`src/rtl/core/periodic_rectangle_grid_placer_assert.svh`:
```
// Assertion macros for the periodic rectangle grid placer.
// Used by the controller; needs nothing else.
`ifndef PERIODIC_RECTANGLE_GRID_PLACER_ASSERT_SVH
`define PERIODIC_RECTANGLE_GRID_PLACER_ASSERT_SVH
// same-cycle implication
`define PRGP_ASSERT_IMP(lbl, ck, rn, ante, cons, msg) \
  lbl: assert property (@(posedge ck) disable iff (!rn) (ante) |-> (cons)) else $error(msg);
// next-cycle implication
`define PRGP_ASSERT_NXT(lbl, ck, rn, ante, cons, msg) \
  lbl: assert property (@(posedge ck) disable iff (!rn) (ante) |=> (cons)) else $error(msg);
`endif

```
`src/rtl/core/prgp_pkg.sv`:
```
// Package for the periodic rectangle grid placer: sizes, status codes and the
// command/status structs between controller and datapath. No dependencies.
`default_nettype none
package prgp_pkg;
  localparam int MAX_SLOTS  = 256;
  localparam int MAX_PILOTS = 64;
  localparam int SLOT_AW    = $clog2(MAX_SLOTS);
  localparam int CFG_S_W    = 9;
  localparam int CFG_P_W    = 7;
  localparam int POS_W      = 10;
  localparam int W_W        = 10;
  localparam int SPAN_W     = 18;
  localparam int BND_W      = SPAN_W + 1;
  localparam int NUM_W      = 16;
  localparam int TOP_W      = NUM_W + 1;

  typedef enum logic [1:0] {
    ST_PLACED  = 2'd0,
    ST_NOROOM  = 2'd1,
    ST_SKIPPED = 2'd2,
    ST_CLEARED = 2'd3
  } status_t;

  typedef struct packed {
    logic    load;
    logic    setup;
    logic    clr_step;
    logic    div_go;
    logic    w_init;
    logic    w_inc;
    logic    b_init;
    logic    b_inc;
    logic    o_init;
    logic    o_dec;
    logic    scan_init;
    logic    mark_init;
    logic    scan_adv;
    logic    rd;
    logic    mark_wr;
    logic    record;
    logic    set_halt;
    logic    clr_halt;
    logic    resp;
    status_t code;
  } prgp_cmd_t;

  typedef struct packed {
    logic halted;
    logic bad_item;
    logic div_done;
    logic w_over;
    logic row_stop;
    logic h_zero;
    logic bound_fail;
    logic o_last;
    logic hit;
    logic scan_last;
    logic found;
    logic best_h_zero;
    logic clr_last;
  } prgp_sts_t;
endpackage
`default_nettype wire

```
`src/rtl/core/prgp_ctrl.sv`:
```
// Controller of the placer: sequences clear sweeps, the width/bottom/offset
// search, column scans and marking. Depends on prgp_pkg and the assert header.
`default_nettype none
`include "periodic_rectangle_grid_placer_assert.svh"
module prgp_ctrl
  import prgp_pkg::*;
(
  input  wire logic      clk,
  input  wire logic      rst_n,
  input  wire logic      start,
  input  wire logic      in_kind,
  output logic           busy,
  output logic           out_valid,
  output prgp_cmd_t      cmd,
  input  wire prgp_sts_t sts
);
  typedef enum logic [3:0] {
    S_CLR, S_IDLE, S_SETUP, S_CHECK, S_DIVGO, S_DIVW, S_ROW, S_NEXTW,
    S_OCHK, S_CRD, S_CCK, S_FIN, S_MRD, S_MWR, S_RESP
  } state_t;

  state_t  state_r, state_nxt;
  status_t code_r, code_nxt;
  logic    clr_item_r, clr_item_nxt, out_valid_r;

  always_comb begin
    state_nxt    = state_r;
    code_nxt     = code_r;
    clr_item_nxt = clr_item_r;
    cmd          = '0;
    cmd.code     = code_r;
    unique case (state_r)
      S_CLR: begin
        cmd.clr_step = 1'b1;
        if (sts.clr_last) begin
          if (clr_item_r) begin
            cmd.clr_halt = 1'b1;
            code_nxt     = ST_CLEARED;
            state_nxt    = S_RESP;
          end else begin
            state_nxt = S_IDLE;
          end
        end
      end
      S_IDLE: begin
        if (start) begin
          cmd.load = 1'b1;
          if (!in_kind) begin
            clr_item_nxt = 1'b1;
            state_nxt    = S_CLR;
          end else if (sts.halted) begin
            code_nxt  = ST_SKIPPED;
            state_nxt = S_RESP;
          end else begin
            state_nxt = S_SETUP;
          end
        end
      end
      S_SETUP: begin
        cmd.setup  = 1'b1;
        cmd.w_init = 1'b1;
        state_nxt  = S_CHECK;
      end
      S_CHECK: state_nxt = sts.bad_item ? S_FIN : S_DIVGO;
      S_DIVGO: begin
        cmd.div_go = 1'b1;
        state_nxt  = S_DIVW;
      end
      S_DIVW: begin
        if (sts.div_done) begin
          cmd.b_init = 1'b1;
          state_nxt  = S_ROW;
        end
      end
      S_ROW: begin
        if (sts.row_stop) begin
          cmd.w_inc = 1'b1;
          state_nxt = S_NEXTW;
        end else begin
          cmd.o_init = 1'b1;
          state_nxt  = S_OCHK;
        end
      end
      S_NEXTW: state_nxt = sts.w_over ? S_FIN : S_DIVGO;
      S_OCHK: begin
        priority if (sts.h_zero) begin
          cmd.record = 1'b1;
          cmd.w_inc  = 1'b1;
          state_nxt  = S_NEXTW;
        end else if (sts.bound_fail) begin
          if (sts.o_last) begin
            cmd.b_inc = 1'b1;
            state_nxt = S_ROW;
          end else begin
            cmd.o_dec = 1'b1;
          end
        end else begin
          cmd.scan_init = 1'b1;
          state_nxt     = S_CRD;
        end
      end
      S_CRD: begin
        cmd.rd    = 1'b1;
        state_nxt = S_CCK;
      end
      S_CCK: begin
        priority if (sts.hit) begin
          if (sts.o_last) begin
            cmd.b_inc = 1'b1;
            state_nxt = S_ROW;
          end else begin
            cmd.o_dec = 1'b1;
            state_nxt = S_OCHK;
          end
        end else if (sts.scan_last) begin
          cmd.record = 1'b1;
          cmd.w_inc  = 1'b1;
          state_nxt  = S_NEXTW;
        end else begin
          cmd.scan_adv = 1'b1;
          state_nxt    = S_CRD;
        end
      end
      S_FIN: begin
        priority if (!sts.found) begin
          cmd.set_halt = 1'b1;
          code_nxt     = ST_NOROOM;
          state_nxt    = S_RESP;
        end else if (sts.best_h_zero) begin
          code_nxt  = ST_PLACED;
          state_nxt = S_RESP;
        end else begin
          cmd.mark_init = 1'b1;
          state_nxt     = S_MRD;
        end
      end
      S_MRD: begin
        cmd.rd    = 1'b1;
        state_nxt = S_MWR;
      end
      S_MWR: begin
        cmd.mark_wr = 1'b1;
        if (sts.scan_last) begin
          code_nxt  = ST_PLACED;
          state_nxt = S_RESP;
        end else begin
          cmd.scan_adv = 1'b1;
          state_nxt    = S_MRD;
        end
      end
      S_RESP: begin
        cmd.resp     = 1'b1;
        clr_item_nxt = 1'b0;
        state_nxt    = S_IDLE;
      end
      default: state_nxt = S_IDLE;
    endcase
  end

  always_ff @(posedge clk) begin
    if (!rst_n) begin
      state_r     <= S_CLR;
      code_r      <= ST_PLACED;
      clr_item_r  <= 1'b0;
      out_valid_r <= 1'b0;
    end else begin
      state_r     <= state_nxt;
      code_r      <= code_nxt;
      clr_item_r  <= clr_item_nxt;
      out_valid_r <= state_r == S_RESP;
    end
  end

  assign busy      = state_r != S_IDLE;
  assign out_valid = out_valid_r;

  `PRGP_ASSERT_NXT(a_accept_busy, clk, rst_n, start && !busy, busy, "busy not raised")
  `PRGP_ASSERT_NXT(a_one_strobe, clk, rst_n, out_valid, !out_valid, "strobe held")
  `PRGP_ASSERT_IMP(a_strobe_idle, clk, rst_n, out_valid, !busy, "result while busy")
endmodule
`default_nettype wire

```
`config.mk`:
```
export PLATFORM = sky130hd
export DESIGN_NAME = prgp_ctrl
export DESIGN_NICKNAME = d
export VERILOG_FILES = /design/src/rtl/core/prgp_pkg.sv /design/src/rtl/core/prgp_ctrl.sv
export VERILOG_INCLUDE_DIRS = /design/src /design/src/rtl/core
export SDC_FILE = /design/constraint.sdc
export NUM_CORES = 1
export LEC_CHECK = 0
export BUFFER_PORTS_ARGS = -buffer_cell sky130_fd_sc_hd__clkbuf_2
export CAP_MARGIN = 25
export CORE_MARGIN = 3
export CORE_UTILIZATION = 52
export CTS_CLUSTER_DIAMETER = 60
export DETAILED_ROUTE_END_ITERATION = 7
export PLACE_DENSITY = 0.95
export SYNTH_ARGS = -nofsm -noshare
export SYNTH_HDL_FRONTEND = slang
export SYNTH_SLANG_ARGS = --single-unit
```
`constraint.sdc`:
```
create_clock -name clk -period 3.39 [get_ports clk]
set_input_delay 0.339 -clock clk [delete_from_list [all_inputs] [get_ports clk]]
set_output_delay 0.339 -clock clk [all_outputs]
set_load 0.03 [all_outputs]
```
==> results of run 1 <==
==> registers in the layout, summed over array words and instances, names as in the netlist <==
| register | cells |
|---|---|
| state_r | 4 |
| clr_item_r | 1 |
| out_valid | 1 |
| code_r | 2 |
==> cell type report <==
class	count	area [µm²]
clock buffers	3	22.5
fillers	141	581
inverters	9	33.8
multi-input cells	108	752
flip-flops and latches	8	160
well taps	25	31.3
repair buffers	40	203
==> worst register-to-register path, delay by kind of cell, from the launching register on <==
kind	cells	cell delay, ps
DFF	1	960
and+or+nand+nor	2	690
AOI/OAI and AO/OA	2	580
==> how the worst max path moves through the flow <==
stage	startpoint	end	slack [ps]	cells after the start
2_1_floorplan	state_r[2]$_SDFFE_PN0P_	cmd[3]	900	4
3_3_place_gp	state_r[0]$_SDFFE_PN0P_	cmd[20]	1230	3
3_5_place_dp	state_r[0]$_SDFFE_PN0P_	code_r[0]$_SDFFE_PN0P_	1080	4
4_1_cts	state_r[0]$_SDFFE_PN0P_	cmd[20]	880	3
5_1_grt	state_r[0]$_SDFFE_PN0P_	cmd[20]	730	3
6_report	state_r[0]$_SDFFE_PN0P_	cmd[20]	850	3
==> power by group through the flow <==
stage / clock [W] / combinational, W / sequential, W
global route: 0.0000796 / 0.000551 / 0.000230
detailed placement: 0 / 0.000504 / 0.000219
floorplan: 0 / 0.000460 / 0.000156
global placement: 0 / 0.000483 / 0.000215
CTS: 0.0000766 / 0.000505 / 0.000218
finish: 0.0000760 / 0.000509 / 0.000223
==> stage by stage <==
step | cell area, µm² | total power (W)
after global routing | 1200 | 0.000861
after CTS | 1200 | 0.000800
after global placement | 1180 | 0.000697
after floorplan | 1020 | 0.000616
final | 1200 | 0.000808
after detailed placement | 1180 | 0.000723
==> routing by layer <==
metal / routed length, µm / track usage / up-vias
li1: - / - / 582
met1: 1250 / 0.302 / 539
met2: 1500 / 0.439 / 65
met3: 246 / 0.0148 / 6
met4: 59 / 0.0968 / 0
met5: 0 / 0 / -
==> kinds of logic (layout without fill, tap and decap cells) <==
family                 Yosys count  in the layout  synth area share
AO/OA/AOI/OAI                   34             34             0.256
XOR/XNOR                         2              2            0.0172
buffers and inverters           21             52             0.106
flip-flops                       8              8             0.157
multiplexers                     2              2            0.0209
AND/OR/NAND/NOR                 70             70             0.443
==> cells in the final DEF (no fill, tap or decap), types with 3 or more instances in the layout <==
| cell | synthesis | layout |
|---|---|---|
| nor2b_1 | 4 | 4 |
| nand2_1 | 6 | 6 |
| clkbuf_2 | 0 | 39 |
| nor2_1 | 8 | 8 |
| inv_1 | 9 | 9 |
| o21ai_0 | 5 | 5 |
| a21oi_1 | 9 | 9 |
| nand2b_1 | 8 | 8 |
| nor4_1 | 4 | 4 |
| nand3b_1 | 3 | 3 |
| clkbuf_4 | 0 | 3 |
| or3_1 | 3 | 3 |
| nor3_1 | 12 | 12 |
| dfxtp_1 | 8 | 8 |
==> flow_metrics.py, run 1 <==
metrics = {
    "run_status": {
        "status": "completed",
    },
    "yosys": {
        "synth_area_um2": 1020,
        "synth_edf_count": 0,
        "synth_seq_cells": 8,
        "ys_seq_area_frac": 0.157,
        "ys.warnings.count": 0,
        "synth_nets": 154,
        "synth_top_area_cell": "dfxtp_1",
        "yosysTopAreaCellShare": 0.157,
        "avgSynthCellArea_um2": 7.44,
        "async_reset_ff_frac": 0,
        "synth_cell_types": 55,
        "syn_inst": 137,
        "synthTopCellsByCount": "12 x nor3_1, 9 x a21oi_1, 9 x inv_1",
        "synth.most_common_cell": "nor3_1",
        "synthTopCellsByArea": "dfxtp_1 16%, nor3_1 5.9%, nand2b_1 4.9%, a21oi_1 4.4%, inv_1 3.3%",
        "synth_ff_type": "dfxtp_1",
    },
    "die": {
        "core_area_um2": 1780,
        "initial_utilization": 0.572,
        "dieArea_um2": 2530,
        "fp.dieW_um": 50.3,
        "die_y_um": 50.3,
        "ioPinCount": 40,
        "rows": 15,
    },
    "timing": {
        "whs_ps": 391,
        "max_freq_mhz": 394,
        "post-route-period-util": 0.748,
        "finalHoldViolations": 0,
        "setup_ws_ps": 854,
        "fin_setup_tns_ps": 0,
        "setup_violations": 0,
        "grt_setup_unrepaired": "no",
        "fin_skew_ps": 6.36,
        "slew_headroom": 0.349,
        "tightestPinTransition_ps": 975,
        "finalMaxSlewViolations": 0,
        "fin_crit_ps": 2540,
    },
    "placement": {
        "place_congestion": 0.991,
        "pre_cts_slack_ps": 1080,
        "dp_hpwl_um": 2280,
        "io_buffers": 39,
        "place_inst": 190,
    },
    "routing": {
        "first_pass_iters": 4,
        "drt_iter0_drc": 57,
        "ant_nets": 0,
        "drt_wl_total_um": 3050,
        "vias_per_cell": 6.18,
        "drc": 0,
        "wl_per_cell_um": 15.8,
        "num_vias": 1192,
    },
    "cells_and_area": {
        "instances_no_fill": 193,
        "nets": 187,
        "area_growth_pct": 17.9,
        "fin_util": 0.674,
        "n_antenna_cell": 0,
        "drive_gt1_frac": 0.310,
    },
    "critical_path": {
        "slowest_delay_ps": 960,
        "cp_cell_sequence": "or4b_1 -> nor2_1 -> clkbuf_2",
        "r2r_setup_slack_ps": 1030,
        "crit_slowest_cell": "dfxtp_1",
        "crit_path_start_kind": "flip-flop",
        "crit_path_max_fanout": 29,
        "crit_type": "reg2out",
        "rr_worst_depth": 4,
        "endpoint_kind": "output port",
        "r2r-start": "state_r[0]$_SDFFE_PN0P_",
        "critPathBufInv": 1,
        "rr_endpoint": "code_r[0]$_SDFFE_PN0P_",
        "path_delay_family": "flip-flops",
        "worstPathArrival_ps": 2200,
        "crit_required_ps": 3050,
    },
    "global_routing": {
        "grt.total_usage": 0.245,
        "grt_pass1_vias": 1087,
        "grt_pass1_wl_um": 4860,
        "grt_max_degree": 30,
        "grt_antenna_before_repair": 0,
        "grt_overflow": 0,
    },
    "power": {
        "netSwitchingPower_w": 0.000442,
        "p_leak_nw": 0.520,
        "seq_power_share": 0.276,
        "ir_drop_mv": 0.397,
        "p_sw_frac": 0.548,
        "p_int_w": 0.000366,
        "power_density_nw_per_um2": 672,
        "clkPwrFrac": 0.094,
        "comb_power_share": 0.630,
    },
    "clocking": {
        "cts.path.max_buffers": 2,
        "h-tree-depth": 1,
        "cts_tree": "built",
        "cts_resized": 0,
        "clkLatencyLatePin_ps": 270,
        "numClockSinks": 8,
        "path_clk_slew_ps": 60,
        "root_buffer": "clkbuf_4",
        "cts_setup_buffers": 0,
        "cts_buffers": 3,
        "postCtsHoldBufs": 0,
    },
    "min_path": {
        "min_from": "rst_n",
        "holdPathEnd": "state_r[0]$_SDFFE_PN0P_",
        "min_path_cells": 2,
        "hold_path_class": "in2reg",
    },
    "run": {
        "maxCapViolations": 0,
    },
}
Note: power is estimated with default switching activity, not from simulation.
==> run 2, diff against run 1 <==
Settings changed: ABC_AREA from default to 1, CORE_UTILIZATION 52 to 41, PLACE_DENSITY 0.95 to 0.85.
Clock period 3.39 ns to 2.2 ns, I/O delays scaled along.
==> run 2 against run 1 <==
Critical path depth increased by 4. First-iteration DRC count increased by 3.5%. Largest power group unchanged. Flip-flop and latch count unchanged. Routed wire length decreased by 16%. Sequential share of layout area increased by 1.5 points. Worst hold slack got worse by 160 ps. Largest cell class unchanged.
==> flow_metrics.py, run 2 <==
metrics = {
    "routing": {
        "wl_per_cell_um": 10.8,
        "drc": 0,
        "first_pass_iters": 4,
        "vias_per_cell": 5.01,
        "num_vias": 1193,
        "drt_iter0_drc": 59,
        "drt_wl_total_um": 2570,
        "ant_nets": 0,
    },
    "yosys": {
        "synth_area_um2": 838,
        "synth_edf_count": 0,
        "synth-simple-area-share": 0.569,
        "synth_top_family_by_area": "simple AND/OR/NAND/NOR gates",
        "synth_compound_area_frac": 0.0881,
        "synth_top_area_cell": "nand2_1",
        "synth_cell_types": 15,
        "synth_nets": 189,
        "synthTopCellsByCount": "52 x nand2_1, 40 x nor2_1, 31 x inv_1, 17 x nand3_1, 10 x o21ai_0",
        "synth_xor_area_frac": 0,
        "synthTopCellsByArea": "nand2_1 23%, dfxtp_1 19%, nor2_1 18%, inv_1 14%, nand3_1 10%",
        "synth.most_common_cell": "nand2_1",
        "async_reset_ff_frac": 0,
        "syn_inst": 172,
        "ys_seq_area_frac": 0.191,
        "ys.warnings.count": 0,
        "synth_seq_cells": 8,
        "yosysTopAreaCellShare": 0.233,
        "avgSynthCellArea_um2": 4.87,
        "synth_ff_type": "dfxtp_1",
        "synth_fa_ha_area_frac": 0,
        "muxShareOfSynthArea": 0,
    },
    "global_routing": {
        "grt_overflow": 0,
        "grt_antenna_before_repair": 0,
        "grt_pass1_wl_um": 4150,
        "grt_pass1_vias": 995,
        "grt.total_usage": 0.206,
        "grt_max_degree": 8,
    },
    "timing": {
        "fin_setup_tns_ps": 0,
        "max_freq_mhz": 520,
        "whs_ps": 227,
        "slew_headroom": 0.799,
        "finalHoldViolations": 0,
        "finalMaxSlewViolations": 0,
        "grt_setup_unrepaired": "no",
        "post-route-period-util": 0.875,
        "setup_violations": 0,
        "tightestPinTransition_ps": 301,
        "fin_crit_ps": 1920,
        "fin_skew_ps": 4.93,
    },
    "critical_path": {
        "r2r_setup_slack_ps": 680,
        "crit_type": "reg2out",
        "cp_cell_sequence": "inv_1 -> nand2_1 -> nor2_1 -> inv_1 -> o22ai_1 -> or2_2 -> clkbuf_2",
        "crit_required_ps": 1980,
        "cpMostUsedCell": "inv_1",
        "crit_path_max_fanout": 6,
        "slowest_delay_ps": 410,
        "crit_slowest_cell": "dfxtp_1",
        "endpoint_kind": "output port",
        "worstPathArrival_ps": 1700,
        "crit_path_start_kind": "flip-flop",
    },
    "clocking": {
        "cts.path.max_buffers": 2,
        "postCtsHoldBufs": 0,
        "cts_setup_buffers": 0,
        "path_clk_slew_ps": 60,
        "cts_tree": "built",
        "cts_resized": 0,
        "numClockSinks": 8,
        "cts_buffers": 3,
        "clkLatencyLatePin_ps": 270,
        "root_buffer": "clkbuf_4",
        "h-tree-depth": 1,
    },
    "die": {
        "die_y_um": 51.2,
        "ioPinCount": 40,
        "rows": 15,
        "core_area_um2": 1820,
        "dieArea_um2": 2620,
        "fp.dieW_um": 51.2,
        "initial_utilization": 0.460,
    },
    "power": {
        "seq_power_share": 0.211,
        "p_int_w": 0.000454,
        "ir_drop_mv": 0.821,
        "power_density_nw_per_um2": 1000,
        "clkPwrFrac": 0.114,
        "netSwitchingPower_w": 0.000629,
        "p_sw_frac": 0.581,
        "p_leak_nw": 0.697,
        "comb_power_share": 0.676,
    },
    "cells_and_area": {
        "final_common_cell": "nand2_1",
        "area_growth_pct": 28.8,
        "largestRegisters": "state_r: 4 flops, code_r: 2 flops",
        "nFillCells": 204,
        "top_register": "state_r",
        "largest_reg_flops": 4,
        "nets": 232,
        "n_antenna_cell": 0,
        "final_cell_mix": "52 x nand2_1, 40 x nor2_1, 39 x clkbuf_2",
        "drive_gt1_frac": 0.216,
    },
    "run": {
        "maxCapViolations": 0,
    },
    "placement": {
        "dp_hpwl_um": 2120,
        "io_buffers": 39,
        "place_congestion": 0.908,
    },
    "min_path": {
        "hold_path_class": "in2reg",
    },
    "run_status": {
        "status": "completed",
    },
}
run 2: stage by stage:
| stage | instances | total power (W) | utilization | setup slack [ps] | cell area (µm²) |
|---|---|---|---|---|---|
| floorplan | 172 | 0.000772 | - | 357 | 838 |
| finish | 238 | 0.00108 | 0.593 | 275 | 1080 |
| detailed placement | 235 | 0.000946 | 0.581 | 585 | 1060 |
| global placement | 235 | 0.000951 | 0.581 | 626 | 1060 |
| global route | 238 | 0.00118 | 0.593 | 165 | 1080 |
| CTS | 238 | 0.00107 | 0.593 | 301 | 1080 |
run 2: final timing paths:
path                                 end  cells past startpoint                     from
setup / recovery                 cmd[15]                      7  state_r[0]$_SDFFE_PN0P_
setup reg to reg  code_r[1]$_SDFFE_PN0P_                     10  state_r[0]$_SDFFE_PN0P_
hold / removal    code_r[0]$_SDFFE_PN0P_                      3                    rst_n
hold reg to reg   code_r[1]$_SDFFE_PN0P_                      2   code_r[1]$_SDFFE_PN0P_
run 2: cell type report:
class / count / area [µm²] / area share
inverter: 32 / 120 / 0.111
sequential: 8 / 160 / 0.148
clock buffer: 3 / 22.5 / 0.0209
timing repair buffer: 39 / 195 / 0.181
multi-input combinational: 131 / 551 / 0.510
tap: 25 / 31.3 / 0.0290
run 2: per-layer routing:
layer | track usage | wire [µm] | up-vias
met5 | 0 | 0 | -
met4 | 0.0524 | 14 | 0
met3 | 0.0641 | 269 | 2
met2 | 0.320 | 1160 | 60
met1 | 0.277 | 1130 | 521
li1 | - | - | 610
run 2: kinds of logic after synthesis:
logic type | after synthesis
flops | 8
buf+inv | 33
simple gates | 117
compound gates | 14
run 2: power groups by stage:
| stage | logic (W) | registers [W] | clock network (W) |
|---|---|---|---|
| 2_1_floorplan | 0.000524 | 0.000249 | 0 |
| 3_3_place_gp | 0.000722 | 0.000230 | 0 |
| 3_5_place_dp | 0.000717 | 0.000229 | 0 |
| 4_1_cts | 0.000722 | 0.000227 | 0.000122 |
| 5_1_grt | 0.000817 | 0.000236 | 0.000130 |
| 6_report | 0.000732 | 0.000228 | 0.000123 |
run 2: worst max-delay path: cells and delay by family, from the launching register on:
kind	cells	cell delay, ps
AOI/OAI and AO/OA	1	110
DFF	1	410
and+or+nand+nor	3	500
buffers and inverters	3	410
